`src/rtl/core/u8af_pkg.sv`:
```
// Shared types, constants and the accent folding table for the UTF-8 folder.
package u8af_pkg;

    localparam int FoldCount = 145;
    localparam int FifoDepth = 4;
    localparam int FifoPtrW  = $clog2(FifoDepth);
    localparam int FifoCntW  = $clog2(FifoDepth + 1);

    localparam logic [7:0]  AsciiLimit    = 8'h80;
    localparam logic [7:0]  LeadMask2     = 8'hE0;
    localparam logic [7:0]  Lead2         = 8'hC0;
    localparam logic [7:0]  LeadMask3     = 8'hF0;
    localparam logic [7:0]  Lead3         = 8'hE0;
    localparam logic [7:0]  LeadMask4     = 8'hF8;
    localparam logic [7:0]  Lead4         = 8'hF0;
    localparam logic [7:0]  CharUnknown   = 8'h3F;
    localparam logic [7:0]  CharNul       = 8'h00;
    localparam logic [15:0] OutLimitReset = 16'hFFFF;

    localparam logic [2:0] SeqNone = 3'd0;
    localparam logic [2:0] Seq2    = 3'd2;
    localparam logic [2:0] Seq3    = 3'd3;
    localparam logic [2:0] Seq4    = 3'd4;
    localparam logic [2:0] SeqKept = 3'd3;

    typedef struct packed {
        logic [15:0] cp;
        logic [7:0]  ch;
    } t_fold_entry;

    typedef struct packed {
        logic [7:0] out_char;
        logic       end_of_string;
    } t_result;

    typedef struct packed {
        logic [1:0] count;
        t_result    first;
        t_result    second;
    } t_push;

    localparam t_fold_entry FoldTable [FoldCount] = '{
        '{16'h00E0, "a"}, '{16'h00E1, "a"}, '{16'h1EA3, "a"}, '{16'h00E3, "a"},
        '{16'h1EA1, "a"},
        '{16'h0103, "a"}, '{16'h1EB1, "a"}, '{16'h1EAF, "a"}, '{16'h1EB3, "a"},
        '{16'h1EB5, "a"}, '{16'h1EB7, "a"},
        '{16'h00E2, "a"}, '{16'h1EA7, "a"}, '{16'h1EA5, "a"}, '{16'h1EA9, "a"},
        '{16'h1EAB, "a"}, '{16'h1EAD, "a"},
        '{16'h00E8, "e"}, '{16'h00E9, "e"}, '{16'h1EBB, "e"}, '{16'h1EBD, "e"},
        '{16'h1EB9, "e"},
        '{16'h00EA, "e"}, '{16'h1EC1, "e"}, '{16'h1EBF, "e"}, '{16'h1EC3, "e"},
        '{16'h1EC5, "e"}, '{16'h1EC7, "e"},
        '{16'h00EC, "i"}, '{16'h00ED, "i"}, '{16'h1EC9, "i"}, '{16'h0129, "i"},
        '{16'h1ECB, "i"},
        '{16'h00F2, "o"}, '{16'h00F3, "o"}, '{16'h1ECF, "o"}, '{16'h00F5, "o"},
        '{16'h1ECD, "o"},
        '{16'h00F4, "o"}, '{16'h1ED3, "o"}, '{16'h1ED1, "o"}, '{16'h1ED5, "o"},
        '{16'h1ED7, "o"}, '{16'h1ED9, "o"},
        '{16'h01A1, "o"}, '{16'h1EDD, "o"}, '{16'h1EDB, "o"}, '{16'h1EDF, "o"},
        '{16'h1EE1, "o"}, '{16'h1EE3, "o"},
        '{16'h00F9, "u"}, '{16'h00FA, "u"}, '{16'h1EE7, "u"}, '{16'h0169, "u"},
        '{16'h1EE5, "u"},
        '{16'h01B0, "u"}, '{16'h1EEB, "u"}, '{16'h1EE9, "u"}, '{16'h1EED, "u"},
        '{16'h1EEF, "u"}, '{16'h1EF1, "u"},
        '{16'h1EF3, "y"}, '{16'h00FD, "y"}, '{16'h1EF7, "y"}, '{16'h1EF9, "y"},
        '{16'h1EF5, "y"},
        '{16'h0111, "d"},
        '{16'h00C0, "A"}, '{16'h00C1, "A"}, '{16'h1EA2, "A"}, '{16'h00C3, "A"},
        '{16'h1EA0, "A"},
        '{16'h0102, "A"}, '{16'h1EB0, "A"}, '{16'h1EAE, "A"}, '{16'h1EB2, "A"},
        '{16'h1EB4, "A"}, '{16'h1EB6, "A"},
        '{16'h00C2, "A"}, '{16'h1EA6, "A"}, '{16'h1EA4, "A"}, '{16'h1EA8, "A"},
        '{16'h1EAA, "A"}, '{16'h1EAC, "A"},
        '{16'h00C8, "E"}, '{16'h00C9, "E"}, '{16'h1EBA, "E"}, '{16'h1EBC, "E"},
        '{16'h1EB8, "E"},
        '{16'h00CA, "E"}, '{16'h1EC0, "E"}, '{16'h1EBE, "E"}, '{16'h1EC2, "E"},
        '{16'h1EC4, "E"}, '{16'h1EC6, "E"},
        '{16'h00CC, "I"}, '{16'h00CD, "I"}, '{16'h1EC8, "I"}, '{16'h0128, "I"},
        '{16'h1ECA, "I"},
        '{16'h00D2, "O"}, '{16'h00D3, "O"}, '{16'h1ECE, "O"}, '{16'h00D5, "O"},
        '{16'h1ECC, "O"},
        '{16'h00D4, "O"}, '{16'h1ED2, "O"}, '{16'h1ED0, "O"}, '{16'h1ED4, "O"},
        '{16'h1ED6, "O"}, '{16'h1ED8, "O"},
        '{16'h01A0, "O"}, '{16'h1EDC, "O"}, '{16'h1EDA, "O"}, '{16'h1EDE, "O"},
        '{16'h1EE0, "O"}, '{16'h1EE2, "O"},
        '{16'h00D9, "U"}, '{16'h00DA, "U"}, '{16'h1EE6, "U"}, '{16'h0168, "U"},
        '{16'h1EE4, "U"},
        '{16'h01AF, "U"}, '{16'h1EEA, "U"}, '{16'h1EE8, "U"}, '{16'h1EEC, "U"},
        '{16'h1EEE, "U"}, '{16'h1EF0, "U"},
        '{16'h1EF2, "Y"}, '{16'h00DD, "Y"}, '{16'h1EF6, "Y"}, '{16'h1EF8, "Y"},
        '{16'h1EF4, "Y"},
        '{16'h0110, "D"},
        '{16'h00E4, "a"}, '{16'h00F6, "o"}, '{16'h00FC, "u"}, '{16'h00DF, "s"},
        '{16'h00C4, "A"}, '{16'h00D6, "O"}, '{16'h00DC, "U"},
        '{16'h00E7, "c"}, '{16'h00C7, "C"},
        '{16'h00F1, "n"}, '{16'h00D1, "N"}
    };

    // UTF-8 byte form of a code point, right aligned in 24 bits.
    function automatic logic [23:0] fold_key(input logic [15:0] cp);
        logic [23:0] key;
        if (cp < 16'h0800) begin
            key = {8'h00, 3'b110, cp[10:6], 2'b10, cp[5:0]};
        end else begin
            key = {4'hE, cp[15:12], 2'b10, cp[11:6], 2'b10, cp[5:0]};
        end
        return key;
    endfunction

endpackage

```
`src/rtl/core/u8af_in_if.sv`:
```
// Byte input channel: valid, ready and one UTF-8 byte.
interface u8af_in_if;
    logic       valid;
    logic       ready;
    logic [7:0] in_byte;

    modport source (output valid, output in_byte, input ready);
    modport sink (input valid, input in_byte, output ready);
endinterface

```
`src/rtl/core/u8af_out_if.sv`:
```
// Result output channel: valid, ready, folded character and end of string flag.
interface u8af_out_if;
    logic       valid;
    logic       ready;
    logic [7:0] out_char;
    logic       end_of_string;

    modport source (output valid, output out_char, output end_of_string, input ready);
    modport sink (input valid, input out_char, input end_of_string, output ready);
endinterface

```
`src/rtl/core/u8af_fold_lut.sv`:
```
// Parallel match of a gathered sequence against the accent folding table.
module u8af_fold_lut
    import u8af_pkg::*;
(
    input  logic [23:0] i_key,
    output logic [7:0]  o_char
);

    always_comb begin
        o_char = CharUnknown;
        for (int i = FoldCount - 1; i >= 0; i--) begin
            if (i_key == fold_key(FoldTable[i].cp)) begin
                o_char = FoldTable[i].ch;
            end
        end
    end

endmodule

```
`src/rtl/core/u8af_seq.sv`:
```
// Sequence gathering, output limit and result generation for each byte.
module u8af_seq
    import u8af_pkg::*;
(
    input  logic        i_clk,
    input  logic        i_rst_n,
    input  logic        i_cfg_wr_en,
    input  logic [15:0] i_cfg_wr_data,
    input  logic        i_accept,
    input  logic [7:0]  i_byte,
    output t_push       o_push
);

    logic [15:0] r_gathered, n_gathered;
    logic [2:0]  r_seq_len, n_seq_len;
    logic [1:0]  r_remaining, n_remaining;
    logic [15:0] r_chars, n_chars;
    logic [15:0] r_out_limit;

    logic [7:0]  w_fold_char;
    logic        w_emit;
    logic        w_term;
    logic        w_do_emit;
    logic [7:0]  w_emit_char;

    u8af_fold_lut u_lut (
        .i_key  ({r_gathered, i_byte}),
        .o_char (w_fold_char)
    );

    always_comb begin
        n_gathered  = r_gathered;
        n_seq_len   = r_seq_len;
        n_remaining = r_remaining;
        w_emit      = 1'b0;
        w_term      = 1'b0;
        w_emit_char = CharUnknown;
        if (i_accept) begin
            if (i_byte == CharNul) begin
                w_emit      = (r_seq_len != SeqNone);
                w_term      = 1'b1;
                n_seq_len   = SeqNone;
                n_remaining = 2'd0;
            end else if (r_seq_len == SeqNone) begin
                n_gathered = {8'h00, i_byte};
                if (i_byte < AsciiLimit) begin
                    w_emit      = 1'b1;
                    w_emit_char = i_byte;
                end else if ((i_byte & LeadMask2) == Lead2) begin
                    n_seq_len   = Seq2;
                    n_remaining = 2'd1;
                end else if ((i_byte & LeadMask3) == Lead3) begin
                    n_seq_len   = Seq3;
                    n_remaining = 2'd2;
                end else if ((i_byte & LeadMask4) == Lead4) begin
                    n_seq_len   = Seq4;
                    n_remaining = 2'd3;
                end else begin
                    w_emit = 1'b1;
                end
            end else begin
                if ((r_seq_len - {1'b0, r_remaining}) < SeqKept) begin
                    n_gathered = {r_gathered[7:0], i_byte};
                end
                n_remaining = r_remaining - 2'd1;
                if (r_remaining == 2'd1) begin
                    w_emit      = 1'b1;
                    n_seq_len   = SeqNone;
                    if (r_seq_len == Seq2 || r_seq_len == Seq3) begin
                        w_emit_char = w_fold_char;
                    end
                end
            end
        end
        w_do_emit = w_emit && (r_chars < r_out_limit);
        if (w_term) begin
            n_chars = 16'd0;
        end else if (w_do_emit) begin
            n_chars = r_chars + 16'd1;
        end else begin
            n_chars = r_chars;
        end
    end

    always_comb begin
        o_push.count  = {1'b0, w_do_emit} + {1'b0, w_term};
        o_push.second = '{out_char: CharNul, end_of_string: 1'b1};
        if (w_do_emit) begin
            o_push.first = '{out_char: w_emit_char, end_of_string: 1'b0};
        end else begin
            o_push.first = '{out_char: CharNul, end_of_string: 1'b1};
        end
    end

    always_ff @(posedge i_clk) begin
        if (!i_rst_n) begin
            r_seq_len   <= SeqNone;
            r_remaining <= 2'd0;
            r_chars     <= 16'd0;
            r_out_limit <= OutLimitReset;
        end else begin
            r_seq_len   <= n_seq_len;
            r_remaining <= n_remaining;
            r_chars     <= n_chars;
            if (i_cfg_wr_en) begin
                r_out_limit <= i_cfg_wr_data;
            end
        end
    end

    always_ff @(posedge i_clk) begin
        r_gathered <= n_gathered;
    end

endmodule

```
`src/rtl/core/u8af_out_fifo.sv`:
```
// Small result queue taking up to two results per cycle and giving one.
module u8af_out_fifo
    import u8af_pkg::*;
(
    input  logic                i_clk,
    input  logic                i_rst_n,
    input  t_push               i_push,
    output logic                o_valid,
    input  logic                i_ready,
    output t_result             o_data,
    output logic [FifoCntW-1:0] o_count
);

    t_result               r_mem [FifoDepth];
    logic [FifoPtrW-1:0]   r_wr_ptr, n_wr_ptr;
    logic [FifoPtrW-1:0]   r_rd_ptr, n_rd_ptr;
    logic [FifoCntW-1:0]   r_count, n_count;
    logic                  w_pop;

    assign o_valid = (r_count != '0);
    assign o_data  = r_mem[r_rd_ptr];
    assign o_count = r_count;
    assign w_pop   = o_valid && i_ready;

    always_comb begin
        n_wr_ptr = r_wr_ptr + FifoPtrW'(i_push.count);
        n_rd_ptr = r_rd_ptr + FifoPtrW'(w_pop);
        n_count  = r_count + FifoCntW'(i_push.count) - FifoCntW'(w_pop);
    end

    always_ff @(posedge i_clk) begin
        if (!i_rst_n) begin
            r_wr_ptr <= '0;
            r_rd_ptr <= '0;
            r_count  <= '0;
        end else begin
            r_wr_ptr <= n_wr_ptr;
            r_rd_ptr <= n_rd_ptr;
            r_count  <= n_count;
        end
    end

    always_ff @(posedge i_clk) begin
        if (i_push.count != 2'd0) begin
            r_mem[r_wr_ptr] <= i_push.first;
        end
        if (i_push.count == 2'd2) begin
            r_mem[r_wr_ptr + FifoPtrW'(1)] <= i_push.second;
        end
    end

endmodule

```
`src/rtl/core/utf8_accent_fold_to_ascii.sv`:
```
// Top level of the UTF-8 accent folder.
// Takes one UTF-8 byte per cycle and gives folded ASCII characters through
// a four-entry result queue. ASCII bytes pass through; a 2 or
// 3 byte sequence that names a known accented letter gives its base letter,
// any other sequence or stray byte gives '?'. A zero byte gives a terminator
// transaction (end_of_string high, out_char zero), preceded by '?' when a
// sequence was left open, so one byte causes 0, 1 or 2 transactions. At most
// out_limit characters are given per string. The input is ready whenever the
// queue has two free entries, so with the output side taking every cycle the
// block sustains one byte per cycle; the table match sits between the
// sequence registers and the queue.
module utf8_accent_fold_to_ascii
    import u8af_pkg::*;
(
    input  logic        i_clk,
    input  logic        i_rst_n,
    input  logic        i_cfg_wr_en,
    input  logic [15:0] i_cfg_wr_data,
    u8af_in_if.sink     i_in,
    u8af_out_if.source  o_out
);

    t_push               w_push;
    t_result             w_head;
    logic [FifoCntW-1:0] w_fifo_count;
    logic                w_accept;

    assign i_in.ready = (w_fifo_count <= FifoCntW'(FifoDepth - 2));
    assign w_accept   = i_in.valid && i_in.ready;

    u8af_seq u_seq (
        .i_clk         (i_clk),
        .i_rst_n       (i_rst_n),
        .i_cfg_wr_en   (i_cfg_wr_en),
        .i_cfg_wr_data (i_cfg_wr_data),
        .i_accept      (w_accept),
        .i_byte        (i_in.in_byte),
        .o_push        (w_push)
    );

    u8af_out_fifo u_fifo (
        .i_clk   (i_clk),
        .i_rst_n (i_rst_n),
        .i_push  (w_push),
        .o_valid (o_out.valid),
        .i_ready (o_out.ready),
        .o_data  (w_head),
        .o_count (w_fifo_count)
    );

    assign o_out.out_char      = w_head.out_char;
    assign o_out.end_of_string = w_head.end_of_string;

    a_term_queued: assert property (@(posedge i_clk) disable iff (!i_rst_n)
        w_accept && (i_in.in_byte == CharNul) |=> o_out.valid)
        else $error("terminator transaction not queued after zero byte");

    a_count_bound: assert property (@(posedge i_clk) disable iff (!i_rst_n)
        w_fifo_count <= FifoCntW'(FifoDepth))
        else $error("result queue overflow");

    a_term_nul: assert property (@(posedge i_clk) disable iff (!i_rst_n)
        o_out.valid && o_out.end_of_string |-> o_out.out_char == CharNul)
        else $error("terminator transaction with nonzero character");

endmodule

```
`src/flat_wrapper.sv`:
```
// flat-port wrapper written by rule: the top's interface ports become plain ports
module utf8_accent_fold_to_ascii_flat import u8af_pkg::*;
  (i_clk, i_rst_n, i_cfg_wr_en, i_cfg_wr_data, i_in_valid, i_in_in_byte, i_in_ready, o_out_valid, o_out_out_char, o_out_end_of_string, o_out_ready);
  u8af_in_if i_in_i ();
  u8af_out_if o_out_i ();
  input  logic i_clk;
  input  logic i_rst_n;
  input  logic i_cfg_wr_en;
  input  logic [15:0] i_cfg_wr_data;
  input wire logic [$bits(i_in_i.valid)-1:0] i_in_valid;
  input wire logic [$bits(i_in_i.in_byte)-1:0] i_in_in_byte;
  output wire logic [$bits(i_in_i.ready)-1:0] i_in_ready;
  output wire logic [$bits(o_out_i.valid)-1:0] o_out_valid;
  output wire logic [$bits(o_out_i.out_char)-1:0] o_out_out_char;
  output wire logic [$bits(o_out_i.end_of_string)-1:0] o_out_end_of_string;
  input wire logic [$bits(o_out_i.ready)-1:0] o_out_ready;
  assign i_in_i.valid = i_in_valid;
  assign i_in_i.in_byte = i_in_in_byte;
  assign i_in_ready = i_in_i.ready;
  assign o_out_valid = o_out_i.valid;
  assign o_out_out_char = o_out_i.out_char;
  assign o_out_end_of_string = o_out_i.end_of_string;
  assign o_out_i.ready = o_out_ready;
  utf8_accent_fold_to_ascii u_core (.i_clk(i_clk), .i_rst_n(i_rst_n), .i_cfg_wr_en(i_cfg_wr_en), .i_cfg_wr_data(i_cfg_wr_data), .i_in(i_in_i), .o_out(o_out_i));
endmodule
```
`config.mk`:
```
export PLATFORM = sky130hd
export DESIGN_NAME = utf8_accent_fold_to_ascii_flat
export DESIGN_NICKNAME = d
export VERILOG_FILES = /design/src/rtl/core/u8af_pkg.sv /design/src/rtl/core/u8af_in_if.sv /design/src/rtl/core/u8af_out_if.sv /design/src/rtl/core/u8af_fold_lut.sv /design/src/rtl/core/u8af_seq.sv /design/src/rtl/core/u8af_out_fifo.sv /design/src/rtl/core/utf8_accent_fold_to_ascii.sv /design/src/flat_wrapper.sv
export SDC_FILE = /design/constraint.sdc
export NUM_CORES = 1
export LEC_CHECK = 0
export BUFFER_PORTS_ARGS = -buffer_cell sky130_fd_sc_hd__clkbuf_2
export CAP_MARGIN = 20
export CORE_AREA = 2 2 164 166
export CTS_BUF_LIST = sky130_fd_sc_hd__clkbuf_4 sky130_fd_sc_hd__clkbuf_8
export DETAILED_ROUTE_END_ITERATION = 7
export DIE_AREA = 0 0 166 168
export SETUP_SLACK_MARGIN = 0.02
export SLEW_MARGIN = 20
export SYNTH_ARGS = -nofsm -noshare
export SYNTH_HDL_FRONTEND = slang
export SYNTH_SLANG_ARGS = --single-unit
```
`constraint.sdc`:
```
create_clock -name i_clk -period 3.9 [get_ports i_clk]
set_input_delay 0.78 -clock i_clk [delete_from_list [all_inputs] [get_ports i_clk]]
set_output_delay 0.78 -clock i_clk [all_outputs]
set_load 0.03 [all_outputs]
```
# --- After elaboration in Yosys (flattened, before gate mapping) ---
# Memories as Yosys holds them, arrays and structs flattened. A register that Yosys moved wholly into a read port is not among the register bits.
# Cells that the tools add are included.
totals:
  ff_bits: 60
  ramBits: 36
  in_bits: 29
  out_inout_bits: 11
  mem_count: 1
op_classes:
  addsub: 9
  magnitude_cmp: 4
  eq_ne: 154
  n_mux: 182
  bitwise: 2
  reduce_logical: 15
mem_list:
  columns: ["name", "words", "width", "read_ports", "rd_clocked_by_memory_dff", "write_ports", "line_no", "source"]
  rows:
  - ["u_core.u_fifo.r_mem", 4, 9, 1, 1, 2, "u8af_out_fifo.sv:14", "t_result r_mem [FifoDepth];"]
ops:
  columns: ["cell", "n"]
  rows:
  - ["24-bit equality test, second input constant", 90]
  - ["24-bit by 16-bit equality test with 1-bit output, second input constant", 55]
  - ["7-bit two-way mux", 145]
  - ["8-bit two-way mux", 7]
  - ["3-bit two-way mux", 7]
  - ["16-bit by 1-bit adder with 16-bit output, second input constant", 1]
  - ["16-bit less-than comparator", 1]
  - ["16-bit two-way mux", 1]
  - ["1-bit two-way mux", 14]
  - ["2-bit two-way mux", 7]
  - ["9-bit two-way mux", 1]
  - ["3-bit nonzero test", 3]
  - ["8-bit logical NOT", 1]
  - ["8-bit less-than comparator, second input constant", 1]
  - ["3-bit by 2-bit equality test with 1-bit output, second input constant", 2]
  - ["3-bit AND reduction", 2]
  - ["5-bit equality test, second input constant", 1]
  - ["5-bit by 2-bit != test with 1-bit output, second input constant", 1]
  - ["4-bit equality test, second input constant", 1]
  - ["4-bit AND reduction", 1]
  - ["2-bit nonzero test", 2]
  - ["3-bit by 2-bit adder with 3-bit output", 1]
  - ["3-bit equality test, second input constant", 1]
  - ["3-bit by 2-bit <= comparator with 1-bit output, second input constant", 1]
  - ["16 further kinds", 19]

# --- Longest topological paths before layout ---
depth:
  word_depth: 152
  depth_mapped: 15

# --- Modules after synthesis ---
# From an unflattened synthesis, not the netlist that was laid out.
unflattened:
  cells_unflattened: 685
  area_unflattened_um2: 6530.0
modules_own_cells:
  columns: ["module", "instances", "cells_per_inst", "area_per_inst_um2", "seq_area_each_um2"]
  rows:
  - ["u8af_seq", 1, 315, 2819.0, 1221.2]
  - ["u8af_out_fifo", 1, 132, 2233.4, 1221.2]
  - ["u8af_fold_lut", 1, 236, 1462.7, 0.0]
  - ["utf8_accent_fold_to_ascii", 1, 2, 15.0, 0.0]

# --- Worst setup path after synthesis ---
# No wires, ideal clock.
synth_path:
  kind: "input-to-reg"
  start: "in i_in_in_byte[0]"
  end: "reg u_core.u_fifo.r_count[2] (netlist: u_core.u_fifo.o_count[2])"
  setup_ns: 0.115
  t_arrival_ns: 3.772
  required_time_ns: 3.785
  slack_ns: 0.013
  path_stages: 14
  n_path_buf: 1
  cell_sequence: "clkbuf_1 > or4_1 > nor3_4 > o21ai_0 > o311a_1 > o21ai_1 > inv_2 > ha_1 > inv_1 > ha_1 > fa_1 > xor2_1 > xnor2_1 > and2_1"
synth_via:
  elab_chain_len: 9
  elab_cells_between_ends: 12
  cone_classes: "add/sub (3); order compare (1); mux (6); reduce/logical (2)"
synth_lines:
  columns: ["element", "line_no", "source"]
  rows:
  - ["from (decl)", "flat_wrapper.sv:11", "input wire logic [$bits(i_in_i.in_byte)-1:0] i_in_in_byte;"]
  - ["8-bit less-than comparator", "u8af_seq.sv:46", "if (i_byte < AsciiLimit) begin"]
  - ["1-bit two-way mux", "u8af_seq.sv:46", null]
  - ["1-bit two-way mux", "u8af_seq.sv:44", "end else if (r_seq_len == SeqNone) begin"]
  - ["1-bit two-way mux (*)", "u8af_seq.sv:39", "if (i_byte == CharNul) begin"]
  - ["1-bit two-way mux (*)", "u8af_seq.sv:38", "if (i_accept) begin"]
  - ["1-bit logical AND (*)", "u8af_seq.sv:75", "w_do_emit = w_emit && (r_chars < r_out_limit);"]
  - ["named net u_core.u_seq.w_do_emit", "u8af_seq.sv:23", "logic w_do_emit;"]
  - ["1-bit by 1-bit adder with 2-bit output (*)", "u8af_seq.sv:86", "o_push.count = {1'b0, w_do_emit} + {1'b0, w_term};"]
  - ["3-bit by 2-bit adder with 3-bit output (*)", "u8af_out_fifo.sv:28", "n_count = r_count + FifoCntW'(i_push.count) - FifoCntW'(w_pop);"]
  - ["3-bit by 1-bit subtractor with 3-bit output (*)", "u8af_out_fifo.sv:28", null]
  - ["to (signal assigned)", "u8af_out_fifo.sv:39", "r_count <= n_count;"]
  - ["to (decl)", "u8af_out_fifo.sv:17", "logic [FifoCntW-1:0] r_count, n_count;"]
# The timed path passes the listed nets; every way through them passes the cells marked *.
# A chain may end at the register's enable or synchronous reset.

==> results.json <==
{
  "status": "finished, final reports clean",
  "cts_root_buffer": "clkbuf_8",
  "synth_edf_count": 16,
  "vias": 6665,
  "grt_pass1_vias": 6055,
  "worst-path-stages": 8,
  "dpl_worst_slack_ns": 0.212,
  "fp-row-count": 60,
  "routed_wl_mm": 21.0,
  "cap_violations": 0,
  "hold_viol": 0,
  "viasPerCell": 5.57,
  "ys_async_sr_fraction_pct": 0,
  "hold_buffers": 0,
  "fin_crit_ns": 3.64,
  "drc": 0,
  "worst-path-buf-inv": 1,
  "clock_skew_ns": 0.0193,
  "setup_viol": 0,
  "cts_setup_buffers": 0,
  "start_util_pct": 24.4,
  "io_buffers": 38,
  "net-switching-power_w": 0.00113,
  "maxSlewHeadroom_pct": 29.3,
  "critPathKind": "reg -> reg",
  "power_w": 0.00298,
  "max_stage_delay_ns": 0.84,
  "cts_tree": "done",
  "power_per_cell_area_mw_per_mm2": 400,
  "place_hpwl_mm": 15.7,
  "end_kind": "register",
  "yosysSeqAreaShare_pct": 31.1,
  "grtUsageMet2_pct": 22.5,
  "crit_chain": "or4_1, or4_4, o311ai_0, buf_4, nor3_2, and3b_1, a211oi_2, o21ai_1",
  "diodes": 0,
  "die_h_um": 168,
  "syn_inst": 805,
  "antenna_found_initial": 0,
  "htree_levels": 3,
  "timing.setup.tns_ns": 0,
  "timing.fmax_ghz": 0.275,
  "worstPathArrival_ns": 3.91,
  "rr_worst_depth": 8,
  "numCtsBuffers": 9,
  "grt_start_max_net_pins": 37,
  "synth_top_area_share_pct": 23.7,
  "drt_iter0_drc": 844,
  "hold_class": "reg -> reg",
  "tightest_slew_ns": 1.03,
  "path_clk_slew_ns": 0.10,
  "use_met3_pct": 2.75,
  "setup_ws_ns": 0.261,
  "syn_to_final_growth_pct": 15.8,
  "clock_path_buffers": 2,
  "whs_path_depth": 2,
  "die_width_um": 166,
  "synth_top_area_cell": "dfxtp_1",
  "first_pass_iters": 5,
  "switching_share_pct": 37.9,
  "grt.total_usage_pct": 14.8,
  "start_kind": "register",
  "crit_slowest_cell": "or4_1",
  "clock_sinks": 92,
  "p_leak_nw": 2.78,
  "synth-seq-cells": 92,
  "ys_types": 81,
  "peakVddDrop_uv": 213,
  "comb_power_share_pct": 32.5,
  "syn_nets": 861,
  "power.share.clock_pct": 23.1,
  "grt_pass1_wl_mm": 33.3,
  "worstPathRequired_ns": 4.17,
  "worst_skew_pair.late_latency_ns": 0.38,
  "use_met1_pct": 20.2,
  "synth_flop_cell": "dfxtp_1",
  "ys_top_cells_by_area": "dfxtp_1 24%, edfxtp_1 7.5%, nand2_1 5.2%",
  "rsz0062_at_grt": "no",
  "post_cts_resized": 0,
  "syn_area_per_cell_sq_um": 7.99,
  "internal_power_w": 0.00185,
  "overflow": 0,
  "final_nets": 906,
  "coreArea_sq_mm": 0.0264,
  "crit_fanout": 14,
  "ioPinCount": 40,
  "slew_violations": 0,
  "gp_congestion": 1.08,
  "syn_area_sq_mm": 0.00643,
  "design.die.area_sq_mm": 0.0279,
  "ant_nets": 0,
  "cp_top_family": "simple AND/OR/NAND/NOR gates",
  "period_share_pct": 93.3,
  "layout-drive-gt1-share_pct": 15.3,
  "grt_busiest_layer": "met2",
  "wl_per_cell_um": 17.6,
  "seqPwrFrac_pct": 44.4,
  "ys_warn_count": 0
}
## final timing paths
path                                            startpoint                        end  slack [ns]
worst max-delay path            u_core.u_seq.r_gathered[9]  u_core.u_fifo.r_mem[2][5]        0.26
worst min-delay path             u_core.u_fifo.r_mem[2][0]  u_core.u_fifo.r_mem[2][0]        0.45
worst max register to register  u_core.u_seq.r_gathered[9]  u_core.u_fifo.r_mem[2][5]        0.26
worst min register to register   u_core.u_fifo.r_mem[2][0]  u_core.u_fifo.r_mem[2][0]        0.45
## placed cells by master (no fill, tap or decap), drive strengths merged, types with 8 or more instances in the layout
| master | count |
|---|---|
| nand2 | 89 |
| dfxtp | 76 |
| nor2 | 60 |
| buf | 49 |
| clkbuf | 47 |
| o21ai | 45 |
| inv | 40 |
| nand4 | 38 |
| nor3 | 35 |
| a21oi | 29 |
| nand3 | 27 |
| ha | 25 |
| nor4 | 25 |
| or3 | 21 |
| o211ai | 18 |
| edfxtp | 16 |
| and2 | 15 |
| a31oi | 13 |
| nor2b | 12 |
| xnor2 | 10 |
| nand2b | 9 |
| or4 | 9 |
| a211oi | 9 |
| a21o | 8 |
| mux4 | 8 |
| and4 | 8 |
## cells in the mapped netlist (9+ instances only)
master / n
o21ai_0: 40
nor2b_1: 12
nand3_1: 27
clkbuf_1: 36
buf_2: 10
nand2_1: 89
ha_1: 25
a21oi_1: 29
o211ai_1: 18
and2_1: 15
inv_1: 34
nand2b_1: 9
nor4_1: 24
a31oi_1: 13
nand4_1: 38
or3_1: 21
xnor2_1: 10
nor3_1: 33
dfxtp_1: 76
nor2_1: 60
edfxtp_1: 16
## cell type report
class / instances / area (sq um)
Clock inverter: 7 / 86.3
Sequential cell: 92 / 2000
Inverter: 36 / 135
Clock buffer: 9 / 124
Timing Repair Buffer: 87 / 583
Multi-Input combinational cell: 624 / 4090
Tap cell: 341 / 427
Fill cell: 2831 / 18900
## cells by family (layout without fill, tap and decap cells)
kind of cell | count (synthesis) | in the layout | share of synthesized area (%)
buf+inv | 89 | 139 | 5.57
compound gates | 184 | 184 | 19.8
fa+ha+maj | 27 | 27 | 5.49
xor+xnor | 16 | 16 | 2.18
flops | 92 | 92 | 31.1
mux | 12 | 12 | 3.43
simple gates | 384 | 384 | 32.3
other cells | 1 | 1 | 0.0583
## power by group through the flow
| stage | sequential [W] | combinational [W] | clock (W) |
|---|---|---|---|
| after floorplan | 0.00127 | 0.000719 | 0 |
| after global placement | 0.00134 | 0.000962 | 0 |
| after detailed placement | 0.00135 | 0.000965 | 0 |
| after CTS | 0.00132 | 0.000968 | 0.000712 |
| after global routing | 0.00135 | 0.00107 | 0.000747 |
| final | 0.00132 | 0.000968 | 0.000690 |
## worst reg2reg max path: cells and delay by family, from the launching register on
kind,cells,cell delay (ns)
DFF,1,0.42
buffers and inverters,1,0.23
and+or+nand+nor,4,1.81
AOI/OAI and AO/OA,3,1.08
## registers in the layout, indices dropped and copies added (netlist names)
signal / flops
u_core.u_fifo.o_count: 3
u_core.u_fifo.r_mem: 32
u_core.u_fifo.r_rd_ptr: 2
u_core.u_fifo.r_wr_ptr: 2
u_core.u_seq.r_chars: 16
u_core.u_seq.r_gathered: 16
u_core.u_seq.r_out_limit: 16
u_core.u_seq.r_remaining: 2
u_core.u_seq.r_seq_len: 3
## per-stage QoR
| stage | utilization (%) | instances | instance area [sq um] | hold WS [ns] |
|---|---|---|---|---|
| final | 28.3 | 1196 | 7450 | 0.450 |
| after global placement | 27.5 | 1180 | 7240 | 0.432 |
| after detailed placement | 27.5 | 1180 | 7240 | 0.437 |
| after CTS | 28.3 | 1196 | 7450 | 0.451 |
| after global routing | 28.3 | 1196 | 7450 | 0.482 |
| after floorplan | - | 805 | 6430 | 0.420 |
## metal layers
layer	routed length [um]	up-vias	part of all wire, %
met4	839	0	4.0
met3	1620	74	7.7
li1	-	3133	-
met5	0	-	0
met1	9310	3088	44
met2	9260	370	44
No activity file was read; power rests on OpenSTA's default activity.
